## src/rtl/core/tns_pkg.sv

```systemverilog
// Shared types, constants and helpers for the tracker note sequencer.
// Used by tns_ctrl, tns_datapath and tracker_note_sequencer; depends on nothing.
package tns_pkg;

    localparam int NUM_TRACKS      = 16;
    localparam int MELODY_TRACKS   = 8;
    localparam int NOTES_PER_TRACK = 256;
    localparam int POSITION_BITS   = 20;

    localparam int TRK_W     = $clog2(NUM_TRACKS);
    localparam int IDX_W     = $clog2(NOTES_PER_TRACK);
    localparam int CNT_W     = IDX_W + 1;
    localparam int ADDR_W    = TRK_W + IDX_W;
    localparam int STORE_DEPTH = NUM_TRACKS * NOTES_PER_TRACK;
    localparam int MEL_IDX_W = (MELODY_TRACKS > 1) ? $clog2(MELODY_TRACKS) : 1;
    localparam int DIV_CNT_W = $clog2(POSITION_BITS);
    localparam int CFG_IDX_W = 3;
    localparam int CFG_DATA_W = 20;

    localparam logic [7:0] NO_KEY = 8'hFF;
    localparam logic [7:0] NO_PAN = 8'hFF;
    localparam logic [7:0] NO_VOL = 8'hFF;
    localparam logic [7:0] VOL_DIV = 8'h7F;

    // input operations
    localparam logic [1:0] OP_LOAD = 2'd0;
    localparam logic [1:0] OP_TICK = 2'd1;
    localparam logic [1:0] OP_SEEK = 2'd2;

    // configuration register indexes
    localparam logic [CFG_IDX_W-1:0] CFG_END_POS = 3'd0;
    localparam logic [CFG_IDX_W-1:0] CFG_RPT_POS = 3'd1;
    localparam logic [CFG_IDX_W-1:0] CFG_DPB     = 3'd2;
    localparam logic [CFG_IDX_W-1:0] CFG_BPB     = 3'd3;
    localparam logic [CFG_IDX_W-1:0] CFG_MET_ON  = 3'd4;
    localparam logic [CFG_IDX_W-1:0] CFG_MUTE    = 3'd5;
    localparam logic [CFG_IDX_W-1:0] CFG_SOLO    = 3'd6;

    typedef enum logic [3:0] {
        EV_NOTE_ON  = 4'd0,
        EV_PAN      = 4'd1,
        EV_VOLUME   = 4'd2,
        EV_STOP     = 4'd3,
        EV_STRONG   = 4'd4,
        EV_WEAK     = 4'd5,
        EV_TICK_END = 4'd6,
        EV_LOADED   = 4'd7,
        EV_FULL     = 4'd8,
        EV_SEEKED   = 4'd9
    } ev_kind_t;

    typedef struct packed {
        logic [1:0]               operation;
        logic [3:0]               track;
        logic [POSITION_BITS-1:0] position;
        logic [7:0]               note_key;
        logic [7:0]               note_length;
        logic [7:0]               note_pan;
        logic [7:0]               note_volume;
    } in_item_t;

    typedef struct packed {
        logic [3:0]               event_kind;
        logic [3:0]               event_track;
        logic [7:0]               event_key;
        logic [7:0]               event_value;
        logic [POSITION_BITS-1:0] play_position;
        logic                     last_event;
    } out_event_t;

    typedef struct packed {
        logic [POSITION_BITS-1:0] pos;
        logic [7:0]               key;
        logic [7:0]               len;
        logic [7:0]               pan;
        logic [7:0]               vol;
    } note_t;

    typedef enum logic [4:0] {
        ACT_NOP,
        ACT_CAPTURE,
        ACT_LD_INIT,
        ACT_LD_READ,
        ACT_LD_SHIFT,
        ACT_LD_WRITE,
        ACT_SK_READ,
        ACT_SK_STEP,
        ACT_SK_SET,
        ACT_SK_FINISH,
        ACT_TK_READ,
        ACT_TK_HIT,
        ACT_TK_ON,
        ACT_TK_DEC,
        ACT_TK_STOP,
        ACT_TK_NEXT,
        ACT_MUL,
        ACT_DIV_DB,
        ACT_DIV_D,
        ACT_ADVANCE
    } dp_act_t;

    typedef struct packed {
        dp_act_t  act;
        logic     emit;
        ev_kind_t kind;
        logic     last;
    } ctrl_cmd_t;

    typedef struct packed {
        logic full;
        logic at_zero;
        logic rd_gt;
        logic sk_has;
        logic rd_lt;
        logic trk_last;
        logic tk_has;
        logic rd_eq;
        logic silenced;
        logic key_on;
        logic pan_set;
        logic vol_set;
        logic melody;
        logic skip;
        logic rem_zero;
        logic sounding;
        logic met_on;
        logic div_last;
        logic zero_db;
        logic zero_d;
        logic wrap;
        logic out_free;
    } dp_status_t;

    typedef enum logic [4:0] {
        ST_IDLE,
        ST_LD_CHECK,
        ST_LD_FULL,
        ST_LD_READ,
        ST_LD_CMP,
        ST_LD_WRITE,
        ST_SK_READ,
        ST_SK_CMP,
        ST_SK_DONE,
        ST_SK_EMIT,
        ST_TK_READ,
        ST_TK_CHK,
        ST_TK_ON,
        ST_TK_PAN,
        ST_TK_VOL,
        ST_TK_LEN,
        ST_TK_NEXT,
        ST_TK_MUL,
        ST_TK_DIV1,
        ST_TK_DIV2,
        ST_TK_MET,
        ST_TK_END
    } state_t;

    // volume * 100 / 127: reciprocal multiply, then one correction step
    function automatic logic [7:0] vol_scale(input logic [7:0] v);
        logic [14:0] n;
        logic [23:0] m;
        logic [7:0]  q;
        logic [14:0] qm;
        logic [14:0] r;
        n  = 15'({v, 6'b0}) + 15'({v, 5'b0}) + 15'({v, 2'b0});
        m  = 24'(n) * 24'd516;
        q  = m[23:16];
        qm = 15'({q, 7'b0}) - 15'(q);
        r  = n - qm;
        if (r >= 15'(VOL_DIV))
        begin
            q = q + 8'd1;
        end
        return q;
    endfunction

endpackage

```

## src/rtl/core/tns_ctrl.sv

```systemverilog
// Sequencing state machine for the tracker note sequencer.
// Depends on tns_pkg; drives tns_datapath through ctrl_cmd_t and reads dp_status_t.
module tns_ctrl (
    input  logic                  clk,
    input  logic                  rst_n,
    input  logic                  in_valid,
    input  logic [1:0]            in_op,
    output logic                  in_stall,
    input  tns_pkg::dp_status_t   status,
    output tns_pkg::ctrl_cmd_t    cmd
);
    import tns_pkg::*;

    state_t state_reg, state_next;
    logic   wrap_reg, wrap_next;

    always_ff @(posedge clk or negedge rst_n)
    begin
        if (!rst_n)
        begin
            state_reg <= ST_IDLE;
            wrap_reg  <= 1'b0;
        end
        else
        begin
            state_reg <= state_next;
            wrap_reg  <= wrap_next;
        end
    end

    assign in_stall = (state_reg != ST_IDLE);

    always_comb
    begin
        state_next = state_reg;
        wrap_next  = wrap_reg;
        cmd.act    = ACT_NOP;
        cmd.emit   = 1'b0;
        cmd.kind   = EV_TICK_END;
        cmd.last   = 1'b0;
        unique case (state_reg)
            ST_IDLE:
            begin
                if (in_valid)
                begin
                    cmd.act   = ACT_CAPTURE;
                    wrap_next = 1'b0;
                    if (in_op == OP_LOAD)
                    begin
                        state_next = ST_LD_CHECK;
                    end
                    else if (in_op == OP_TICK)
                    begin
                        state_next = ST_TK_READ;
                    end
                    else if (in_op == OP_SEEK)
                    begin
                        state_next = ST_SK_READ;
                    end
                end
            end
            ST_LD_CHECK:
            begin
                if (status.full)
                begin
                    state_next = ST_LD_FULL;
                end
                else
                begin
                    cmd.act    = ACT_LD_INIT;
                    state_next = ST_LD_READ;
                end
            end
            ST_LD_FULL:
            begin
                if (status.out_free)
                begin
                    cmd.emit   = 1'b1;
                    cmd.kind   = EV_FULL;
                    cmd.last   = 1'b1;
                    state_next = ST_IDLE;
                end
            end
            ST_LD_READ:
            begin
                if (status.at_zero)
                begin
                    state_next = ST_LD_WRITE;
                end
                else
                begin
                    cmd.act    = ACT_LD_READ;
                    state_next = ST_LD_CMP;
                end
            end
            ST_LD_CMP:
            begin
                if (status.rd_gt)
                begin
                    cmd.act    = ACT_LD_SHIFT;
                    state_next = ST_LD_READ;
                end
                else
                begin
                    state_next = ST_LD_WRITE;
                end
            end
            ST_LD_WRITE:
            begin
                if (status.out_free)
                begin
                    cmd.act    = ACT_LD_WRITE;
                    cmd.emit   = 1'b1;
                    cmd.kind   = EV_LOADED;
                    cmd.last   = 1'b1;
                    state_next = ST_IDLE;
                end
            end
            ST_SK_READ:
            begin
                if (status.sk_has)
                begin
                    cmd.act    = ACT_SK_READ;
                    state_next = ST_SK_CMP;
                end
                else
                begin
                    cmd.act    = ACT_SK_SET;
                    state_next = status.trk_last ? ST_SK_DONE : ST_SK_READ;
                end
            end
            ST_SK_CMP:
            begin
                if (status.rd_lt)
                begin
                    cmd.act    = ACT_SK_STEP;
                    state_next = ST_SK_READ;
                end
                else
                begin
                    cmd.act    = ACT_SK_SET;
                    state_next = status.trk_last ? ST_SK_DONE : ST_SK_READ;
                end
            end
            ST_SK_DONE:
            begin
                cmd.act    = ACT_SK_FINISH;
                state_next = wrap_reg ? ST_IDLE : ST_SK_EMIT;
            end
            ST_SK_EMIT:
            begin
                if (status.out_free)
                begin
                    cmd.emit   = 1'b1;
                    cmd.kind   = EV_SEEKED;
                    cmd.last   = 1'b1;
                    state_next = ST_IDLE;
                end
            end
            ST_TK_READ:
            begin
                if (status.tk_has)
                begin
                    cmd.act    = ACT_TK_READ;
                    state_next = ST_TK_CHK;
                end
                else
                begin
                    state_next = ST_TK_LEN;
                end
            end
            ST_TK_CHK:
            begin
                if (status.rd_eq)
                begin
                    cmd.act    = ACT_TK_HIT;
                    state_next = status.silenced ? ST_TK_LEN : ST_TK_ON;
                end
                else
                begin
                    state_next = ST_TK_LEN;
                end
            end
            ST_TK_ON:
            begin
                if (!status.key_on)
                begin
                    state_next = ST_TK_PAN;
                end
                else if (status.out_free)
                begin
                    cmd.act    = ACT_TK_ON;
                    cmd.emit   = 1'b1;
                    cmd.kind   = EV_NOTE_ON;
                    state_next = ST_TK_PAN;
                end
            end
            ST_TK_PAN:
            begin
                if (!status.pan_set)
                begin
                    state_next = ST_TK_VOL;
                end
                else if (status.out_free)
                begin
                    cmd.emit   = 1'b1;
                    cmd.kind   = EV_PAN;
                    state_next = ST_TK_VOL;
                end
            end
            ST_TK_VOL:
            begin
                if (!status.vol_set)
                begin
                    state_next = ST_TK_LEN;
                end
                else if (status.out_free)
                begin
                    cmd.emit   = 1'b1;
                    cmd.kind   = EV_VOLUME;
                    state_next = ST_TK_LEN;
                end
            end
            ST_TK_LEN:
            begin
                if (!status.melody || status.skip)
                begin
                    state_next = ST_TK_NEXT;
                end
                else if (!status.rem_zero)
                begin
                    cmd.act    = ACT_TK_DEC;
                    state_next = ST_TK_NEXT;
                end
                else if (!status.sounding)
                begin
                    state_next = ST_TK_NEXT;
                end
                else if (status.out_free)
                begin
                    cmd.act    = ACT_TK_STOP;
                    cmd.emit   = 1'b1;
                    cmd.kind   = EV_STOP;
                    state_next = ST_TK_NEXT;
                end
            end
            ST_TK_NEXT:
            begin
                cmd.act    = ACT_TK_NEXT;
                state_next = status.trk_last ? ST_TK_MUL : ST_TK_READ;
            end
            ST_TK_MUL:
            begin
                if (status.met_on)
                begin
                    cmd.act    = ACT_MUL;
                    state_next = ST_TK_DIV1;
                end
                else
                begin
                    state_next = ST_TK_END;
                end
            end
            ST_TK_DIV1:
            begin
                cmd.act = ACT_DIV_DB;
                if (status.div_last)
                begin
                    state_next = ST_TK_DIV2;
                end
            end
            ST_TK_DIV2:
            begin
                cmd.act = ACT_DIV_D;
                if (status.div_last)
                begin
                    state_next = ST_TK_MET;
                end
            end
            ST_TK_MET:
            begin
                if (!status.zero_db && !status.zero_d)
                begin
                    state_next = ST_TK_END;
                end
                else if (status.out_free)
                begin
                    cmd.emit   = 1'b1;
                    cmd.kind   = status.zero_db ? EV_STRONG : EV_WEAK;
                    state_next = ST_TK_END;
                end
            end
            ST_TK_END:
            begin
                if (status.out_free)
                begin
                    cmd.act  = ACT_ADVANCE;
                    cmd.emit = 1'b1;
                    cmd.kind = EV_TICK_END;
                    cmd.last = 1'b1;
                    if (status.wrap)
                    begin
                        wrap_next  = 1'b1;
                        state_next = ST_SK_READ;
                    end
                    else
                    begin
                        state_next = ST_IDLE;
                    end
                end
            end
            default:
            begin
                state_next = ST_IDLE;
            end
        endcase
    end

endmodule

```

## config.mk

```make
export PLATFORM = sky130hd
export DESIGN_NAME = tns_ctrl
export DESIGN_NICKNAME = d
export VERILOG_FILES = /design/src/rtl/core/tns_pkg.sv /design/src/rtl/core/tns_ctrl.sv
export SDC_FILE = /design/constraint.sdc
export NUM_CORES = 1
export LEC_CHECK = 0
export BUFFER_PORTS_ARGS = -buffer_cell sky130_fd_sc_hd__buf_4
export CORE_ASPECT_RATIO = 0.9
export CORE_UTILIZATION = 56
export CTS_BUF_LIST = sky130_fd_sc_hd__clkbuf_16
export DETAILED_ROUTE_END_ITERATION = 8
export GPL_TIMING_DRIVEN = 0
export PLACE_DENSITY = 0.95
export SYNTH_ARGS = -nofsm -noshare
export SYNTH_HDL_FRONTEND = slang
export SYNTH_SLANG_ARGS = --single-unit
```

## constraint.sdc

```tcl
create_clock -name clk -period 4.1 [get_ports clk]
set_input_delay 0.205 -clock clk [delete_from_list [all_inputs] [get_ports clk]]
set_output_delay 0.205 -clock clk [all_outputs]
set_load 0.02 [all_outputs]
```

==> out/results.ini, run 1 <==
[power]
swShare_pct = 54.6
clkPwrFrac_pct = 10.2
pwr-share-comb_pct = 82.4
p_seq_share_pct = 7.4
intPower_w = 0.000705
p_leak_nw = 0.710
ir_drop_mv = 0.648
p_per_area_nw_per_um2 = 910
power_switching_w = 0.000848

[detailed_routing]
ant_nets = 0
wl_per_cell_um = 20.2
drt_pass1_iterations = 5
drc_errors = 0
routed-via-count = 1857
drtIter0Drc = 229
routed_wl_mm = 5.23
via_per_inst = 7.17

[logic_synthesis]
async_flop_share_pct = 100
syn_area_per_cell_um2 = 6.86
synth_area_um2 = 1310
ys_ff_latch = 6
synth_edf_count = 0
yosys-top-cells-count = 18 x nor2_1, 17 x nand2_1, 12 x a21oi_1
synth_nets = 218
yosysWarnings = 0
synth_top_area_cell = dfrtp_1
synth.distinct_cells = 60
synth.top_cell.area_share_pct = 11.5
synth-seq-area-share_pct = 11.5
synth_most_common_cell = nor2_1
syn_inst = 191
yosys-top-cells-area = dfrtp_1 11%, nor2_1 5.2%, nand2_1 4.9%, a21oi_1 4.6%, nor3b_1 4.6%
ys.flop_type = dfrtp_1

[cells_and_area]
drive_gt1_share_pct = 28.0
synthToLayoutAreaGrowth_pct = 30.3
fillers = 170
largest_register_ffs = 5
n_antenna_cell = 0
fin_nets = 261

[setup_path]
crit_family = buffers and inverters
arrival_ns = 2.47
end_kind = output port
cp-startpoint = state_reg[2]$_DFFE_PN0P_
r2r_slack_ns = 2.05
path_class = flip-flop to output port
r2r-end = state_reg[0]$_DFFE_PN0P_
critPathMaxStageDelay_ns = 0.44
endpoint = cmd[7]
critPathBufInv = 4
worstPathCellList = buf_2 -> buf_2 -> clkbuf_1 -> mux2i_1 -> nor2_1 -> a211oi_1 -> o211ai_1 -> buf_4
cp_common_cell = buf_2
start_kind = flip-flop
r2r-start = state_reg[2]$_DFFE_PN0P_
r2r_cells = 6
path_max_fanout = 10
crit_slowest_cell = clkbuf_1
worst_ep_required_time_ns = 3.89
cp.depth = 8

[clock_tree]
clock_latency_ns = 0.23
cts-buffers-inserted = 3
cts_htree_levels = 1
cts_buffer_depth = 2
path_clk_slew_ns = 0.03
cts_tree = done
cts_root_buf = clkbuf_16
cts.repair.resized = 0
clock_sink_count = 6

[place]
place_congestion = 0.995
dp_hpwl_mm = 3.79
port-buffer-count = 37

[sta]
slew-limit-headroom_pct = 62.3
worst_pin_slew_ns = 0.565
post-route-period-util_pct = 65.3
rsz0062_at_grt = no
fin_hold_ws_ns = 0.201
skew_ns = 0.00320
setup_viol = 0
tns_ns = 0
drv_slew = 0
period_needed_ns = 2.68
fmax_ghz = 0.374
finalHoldViolCount = 0

[die]
io-pin-count = 39
fp.dieW_um = 53.0
die_h_um = 47.9
initial_core_util_pct = 59.5
dieArea_um2 = 2540
num_rows = 16
core-area_um2 = 2200

[grt]
antenna_found_initial = 0
grt_pass1_wl_mm = 7.68
grt_pass1_vias = 1540
grtUsageTotal_pct = 43.4
grt-ovfl-total = 0
grt_max_degree = 11

[flow_run]
cap_violations = 0

[outcome]
status = complete, no violations

[hold_path]
worstHoldStart = in_valid
hold_path_class = primary input to flip-flop

## how the worst min path moves through the flow
stage / to / slack (ns) / depth (start not counted)
6_report: wrap_reg$_DFFE_PN0P_ / 0.20 / 2
5_1_grt: wrap_reg$_DFFE_PN0P_ / 0.20 / 2
4_1_cts: wrap_reg$_DFFE_PN0P_ / 0.20 / 2
3_5_place_dp: wrap_reg$_DFFE_PN0P_ / 0.02 / 1
3_3_place_gp: state_reg[2]$_DFFE_PN0P_ / 0.01 / 1
2_1_floorplan: state_reg[0]$_DFFE_PN0P_ / -0.09 / 0
## kinds of logic (layout without fill, tap and decap cells)
| logic type | count (synthesis) | in the layout | share of synthesized area [%] |
|---|---|---|---|
| compound gates | 67 | 67 | 37.1 |
| mux | 7 | 7 | 6.21 |
| buf+inv | 23 | 64 | 8.31 |
| simple gates | 88 | 88 | 37.0 |
| flops | 6 | 6 | 11.5 |
## stage by stage
step	std cells	worst slack, ns	utilization [%]	power [W]	instance area, µm²
6_report	259	1.42	77.5	0.00155	1710
3_5_place_dp	255	1.84	73.6	0.00133	1620
3_3_place_gp	255	1.85	73.6	0.00132	1620
4_1_cts	259	1.58	77.5	0.00151	1710
5_1_grt	259	1.42	77.5	0.00163	1710
2_1_floorplan	191	1.92	-	0.000978	1310
## power groups by stage
stage               Clock (W)  Sequential, W  Combinational (W)
CTS                  0.000158       0.000114            0.00124
global route         0.000162       0.000116            0.00135
global placement            0       0.000109            0.00121
floorplan                   0       0.000105           0.000873
finish               0.000158       0.000115            0.00128
detailed placement          0       0.000113            0.00122
## cell usage in the layout, fill, tap and decap left out, drive strengths merged, types with 2 or more instances in the layout
cell	netlist	layout
nor2b	7	7
dfrtp	6	6
nor2	19	19
nor3	9	9
or2	2	2
o31ai	2	2
inv	7	7
nand2	17	17
o21ai	15	15
nand2b	5	5
a32oi	3	3
a41oi	2	2
o221ai	2	2
nand3	7	7
mux2i	4	4
o211ai	2	2
o2111a	2	2
o22ai	3	3
a31oi	7	7
a21oi	12	12
or3	3	3
nand4	2	2
buf	13	50
clkbuf	3	6
nor3b	8	8
a211oi	3	3
and4b	2	2
mux2	3	3
## cell type report
class / instances / area (µm²) / share of cell area (%)
Inverter: 7 / 26.3 / 1.54
Sequential cell: 6 / 150 / 8.80
Clock buffer: 3 / 75.1 / 4.40
Timing Repair Buffer: 38 / 288 / 16.9
Multi-Input combinational cell: 162 / 1050 / 61.6
Tap cell: 27 / 33.8 / 1.98
Buffer: 16 / 82.6 / 4.84
## repair_timing
action / 4_1_cts / 5_1_grt
hold endpoints to repair: 6 / 0
setup buffers: 0 / 0
hold buffers: 1 / 0
## metal layers
layer	up-vias	GRT usage [%]	part of all wire (%)
li1	809	-	-
met4	0	18.4	4.3
met2	187	68.1	43
met5	-	0	0
met1	828	57.5	38
met3	33	9.84	15
Power figures use the tool's default switching activity.
==> run 2: changes to the inputs <==
--- a/config.mk
+++ b/config.mk
@@ -7,11 +7,11 @@
 export LEC_CHECK = 0
 export BUFFER_PORTS_ARGS = -buffer_cell sky130_fd_sc_hd__buf_4
 export CORE_ASPECT_RATIO = 0.9
-export CORE_UTILIZATION = 56
+export CORE_UTILIZATION = 52
 export CTS_BUF_LIST = sky130_fd_sc_hd__clkbuf_16
 export DETAILED_ROUTE_END_ITERATION = 8
 export GPL_TIMING_DRIVEN = 0
-export PLACE_DENSITY = 0.95
+export PLACE_DENSITY = 0.9
 export SYNTH_ARGS = -nofsm -noshare
 export SYNTH_HDL_FRONTEND = slang
 export SYNTH_SLANG_ARGS = --single-unit
==> constraint.sdc (replaced) <==
create_clock -name clk -period 2.55 [get_ports clk]
set_input_delay 0.1275 -clock clk [delete_from_list [all_inputs] [get_ports clk]]
set_output_delay 0.1275 -clock clk [all_outputs]
set_load 0.02 [all_outputs]
==> run 2 against run 1 <==
Net effect:
- utilization is 2.4 points lower
- sequential power is 60% higher
- total power is 60% higher
- die area is 7.4% higher
- worst setup slack worse by 1.3 ns
- clock skew is 0.00051 ns higher
- critical endpoint is now cmd[3]
- highest routed layer unchanged
==> out/results.ini, run 2 (synthesis gave the netlist of run 1 again) <==
[setup_path]
crit_slowest_cell = nor2_2
path_class = flip-flop to output port
worstPathCellList = buf_2 -> buf_2 -> nor2_2 -> nand2_1 -> a31oi_1 -> o221ai_1 -> a2111o_1 -> buf_4
r2r_slack_ns = 0.52  ; -1.53 ns
path_max_fanout = 10  ; unchanged
r2r-start = state_reg[2]$_DFFE_PN0P_
start_kind = flip-flop
r2r-end = state_reg[0]$_DFFE_PN0P_
critPathMaxStageDelay_ns = 0.37  ; -0.07 ns
critPathBufInv = 3  ; -1
end_kind = output port
worst_ep_required_time_ns = 2.42  ; -1.47 ns
cp_common_cell = buf_2
crit_family = compound AO/OA/AOI/OAI gates
r2r_cells = 6  ; unchanged
arrival_ns = 2.26  ; -0.21 ns

[cells_and_area]
largest_register_ffs = 5  ; unchanged
fin_area_um2 = 1710  ; +0.44%
layout_common_cells = 37 x buf_4, 18 x nor2_1, 17 x nand2_1
fillers = 197  ; +16%
synthToLayoutAreaGrowth_pct = 30.8
final_common_cell = buf_4
fin_nets = 261  ; unchanged
n_antenna_cell = 0  ; unchanged
drive_gt1_share_pct = 28.9  ; +0.86 points

[grt]
grt_pass1_wl_mm = 8.13  ; +5.8%
antenna_found_initial = 0  ; unchanged
grt-ovfl-total = 0  ; unchanged
grt_pass1_vias = 1687  ; +9.5%
grt_max_degree = 11  ; unchanged
grtUsageTotal_pct = 41.5  ; -1.9 points

[clock_tree]
cts_root_buf = clkbuf_16
cts_htree_levels = 1  ; unchanged
clock_sink_count = 6  ; unchanged
clock_latency_ns = 0.23  ; about the same
path_clk_slew_ns = 0.03  ; about the same
cts_buffer_depth = 2  ; unchanged
cts_tree = done
cts-buffers-inserted = 3  ; unchanged

[outcome]
status = complete, no violations

[flow_run]
cap_violations = 0  ; unchanged

[detailed_routing]
wl_per_cell_um = 20.0  ; -0.96%
drt_pass1_iterations = 5  ; unchanged
drtIter0Drc = 153  ; -33%
routed-via-count = 1835  ; -1.2%
drc_errors = 0  ; unchanged
routed_wl_mm = 5.18  ; -0.96%
ant_nets = 0  ; unchanged
via_per_inst = 7.08  ; -1.2%

[place]
place_congestion = 0.977  ; -1.8%
dp_hpwl_mm = 3.80  ; +0.42%
dpl_worst_slack_ns = 0.392  ; -1.45 ns
port-buffer-count = 37  ; unchanged
place_area_um2 = 1620  ; unchanged

[sta]
rsz0062_at_grt = no
setup_viol = 0  ; unchanged
fmax_ghz = 0.419
finalHoldViolCount = 0  ; unchanged
skew_ns = 0.00372  ; +0.000514 ns
slew-limit-headroom_pct = 64.1  ; +1.8 points
worst_pin_slew_ns = 0.537  ; -0.0276 ns
layout_setup_ws_ns = 0.163  ; -1.26 ns
tns_ns = 0  ; unchanged
period_needed_ns = 2.39
fin_hold_ws_ns = 0.158  ; -0.0424 ns
post-route-period-util_pct = 93.6
drv_slew = 0  ; unchanged

[hold_path]
worstHoldStart = in_valid
worstHoldPathCells = 2  ; unchanged
hold_path_class = primary input to flip-flop
holdPathEnd = wrap_reg$_DFFE_PN0P_

[power]
p_leak_nw = 0.714  ; +0.58%
finalPower_w = 0.00249  ; +60%
ir_drop_mv = 1.16  ; +79%
p_per_area_nw_per_um2 = 1450  ; +60%

[die]
fp.dieW_um = 54.9  ; +3.6%
initial_core_util_pct = 57.4  ; -2.1 points
io-pin-count = 39  ; unchanged
dieArea_um2 = 2720  ; +7.4%
die_h_um = 49.6  ; +3.6%
core-area_um2 = 2280  ; +3.6%
num_rows = 16  ; unchanged

==> run 2: what timing repair did <==
action,in CTS,in global routing
endpoints found under the setup margin,0,3
setup buffers,0,0
hold buffers,1,0
resized for setup,0,3
hold endpoints to repair,6,0
==> run 2: per-layer routing <==
metal	track usage [%]	up-vias	share of wire (%)
met1	55.4	812	37
met2	58.0	172	43
li1	-	812	-
met4	18.8	0	4.3
met3	15.4	39	15
met5	0	-	0
==> run 2: report_power, final <==
group | internal [W] | switching (W)
combinational | 0.000792 | 0.00125
clock | 0.000202 | 0.0000590
sequential | 0.000145 | 0.0000390
==> run 2: area by class of cell <==
class,count,area (µm²),share of cell area (%)
tap,27,33.8,1.97
multi-input combinational,162,1060,61.7
timing repair buffer,38,288,16.8
sequential,6,150,8.76
clock buffer,3,75.1,4.38
inverter,7,26.3,1.53
buffer,16,83.8,4.89
==> run 2: through the flow <==
stage,instances,util (%)
final,259,75.1
after global routing,259,75.1
after CTS,259,74.8
after detailed placement,255,71.1
after global placement,255,71.1
after floorplan,191,-
==> run 2: how the worst max path moves through the flow <==
stage | startpoint | endpoint | depth (start not counted)
2_1_floorplan | state_reg[0]$_DFFE_PN0P_ | cmd[0] | 5
3_3_place_gp | state_reg[2]$_DFFE_PN0P_ | cmd[7] | 8
3_5_place_dp | state_reg[2]$_DFFE_PN0P_ | cmd[7] | 8
4_1_cts | state_reg[2]$_DFFE_PN0P_ | cmd[7] | 8
5_1_grt | state_reg[2]$_DFFE_PN0P_ | cmd[3] | 8
6_report | state_reg[2]$_DFFE_PN0P_ | cmd[3] | 8
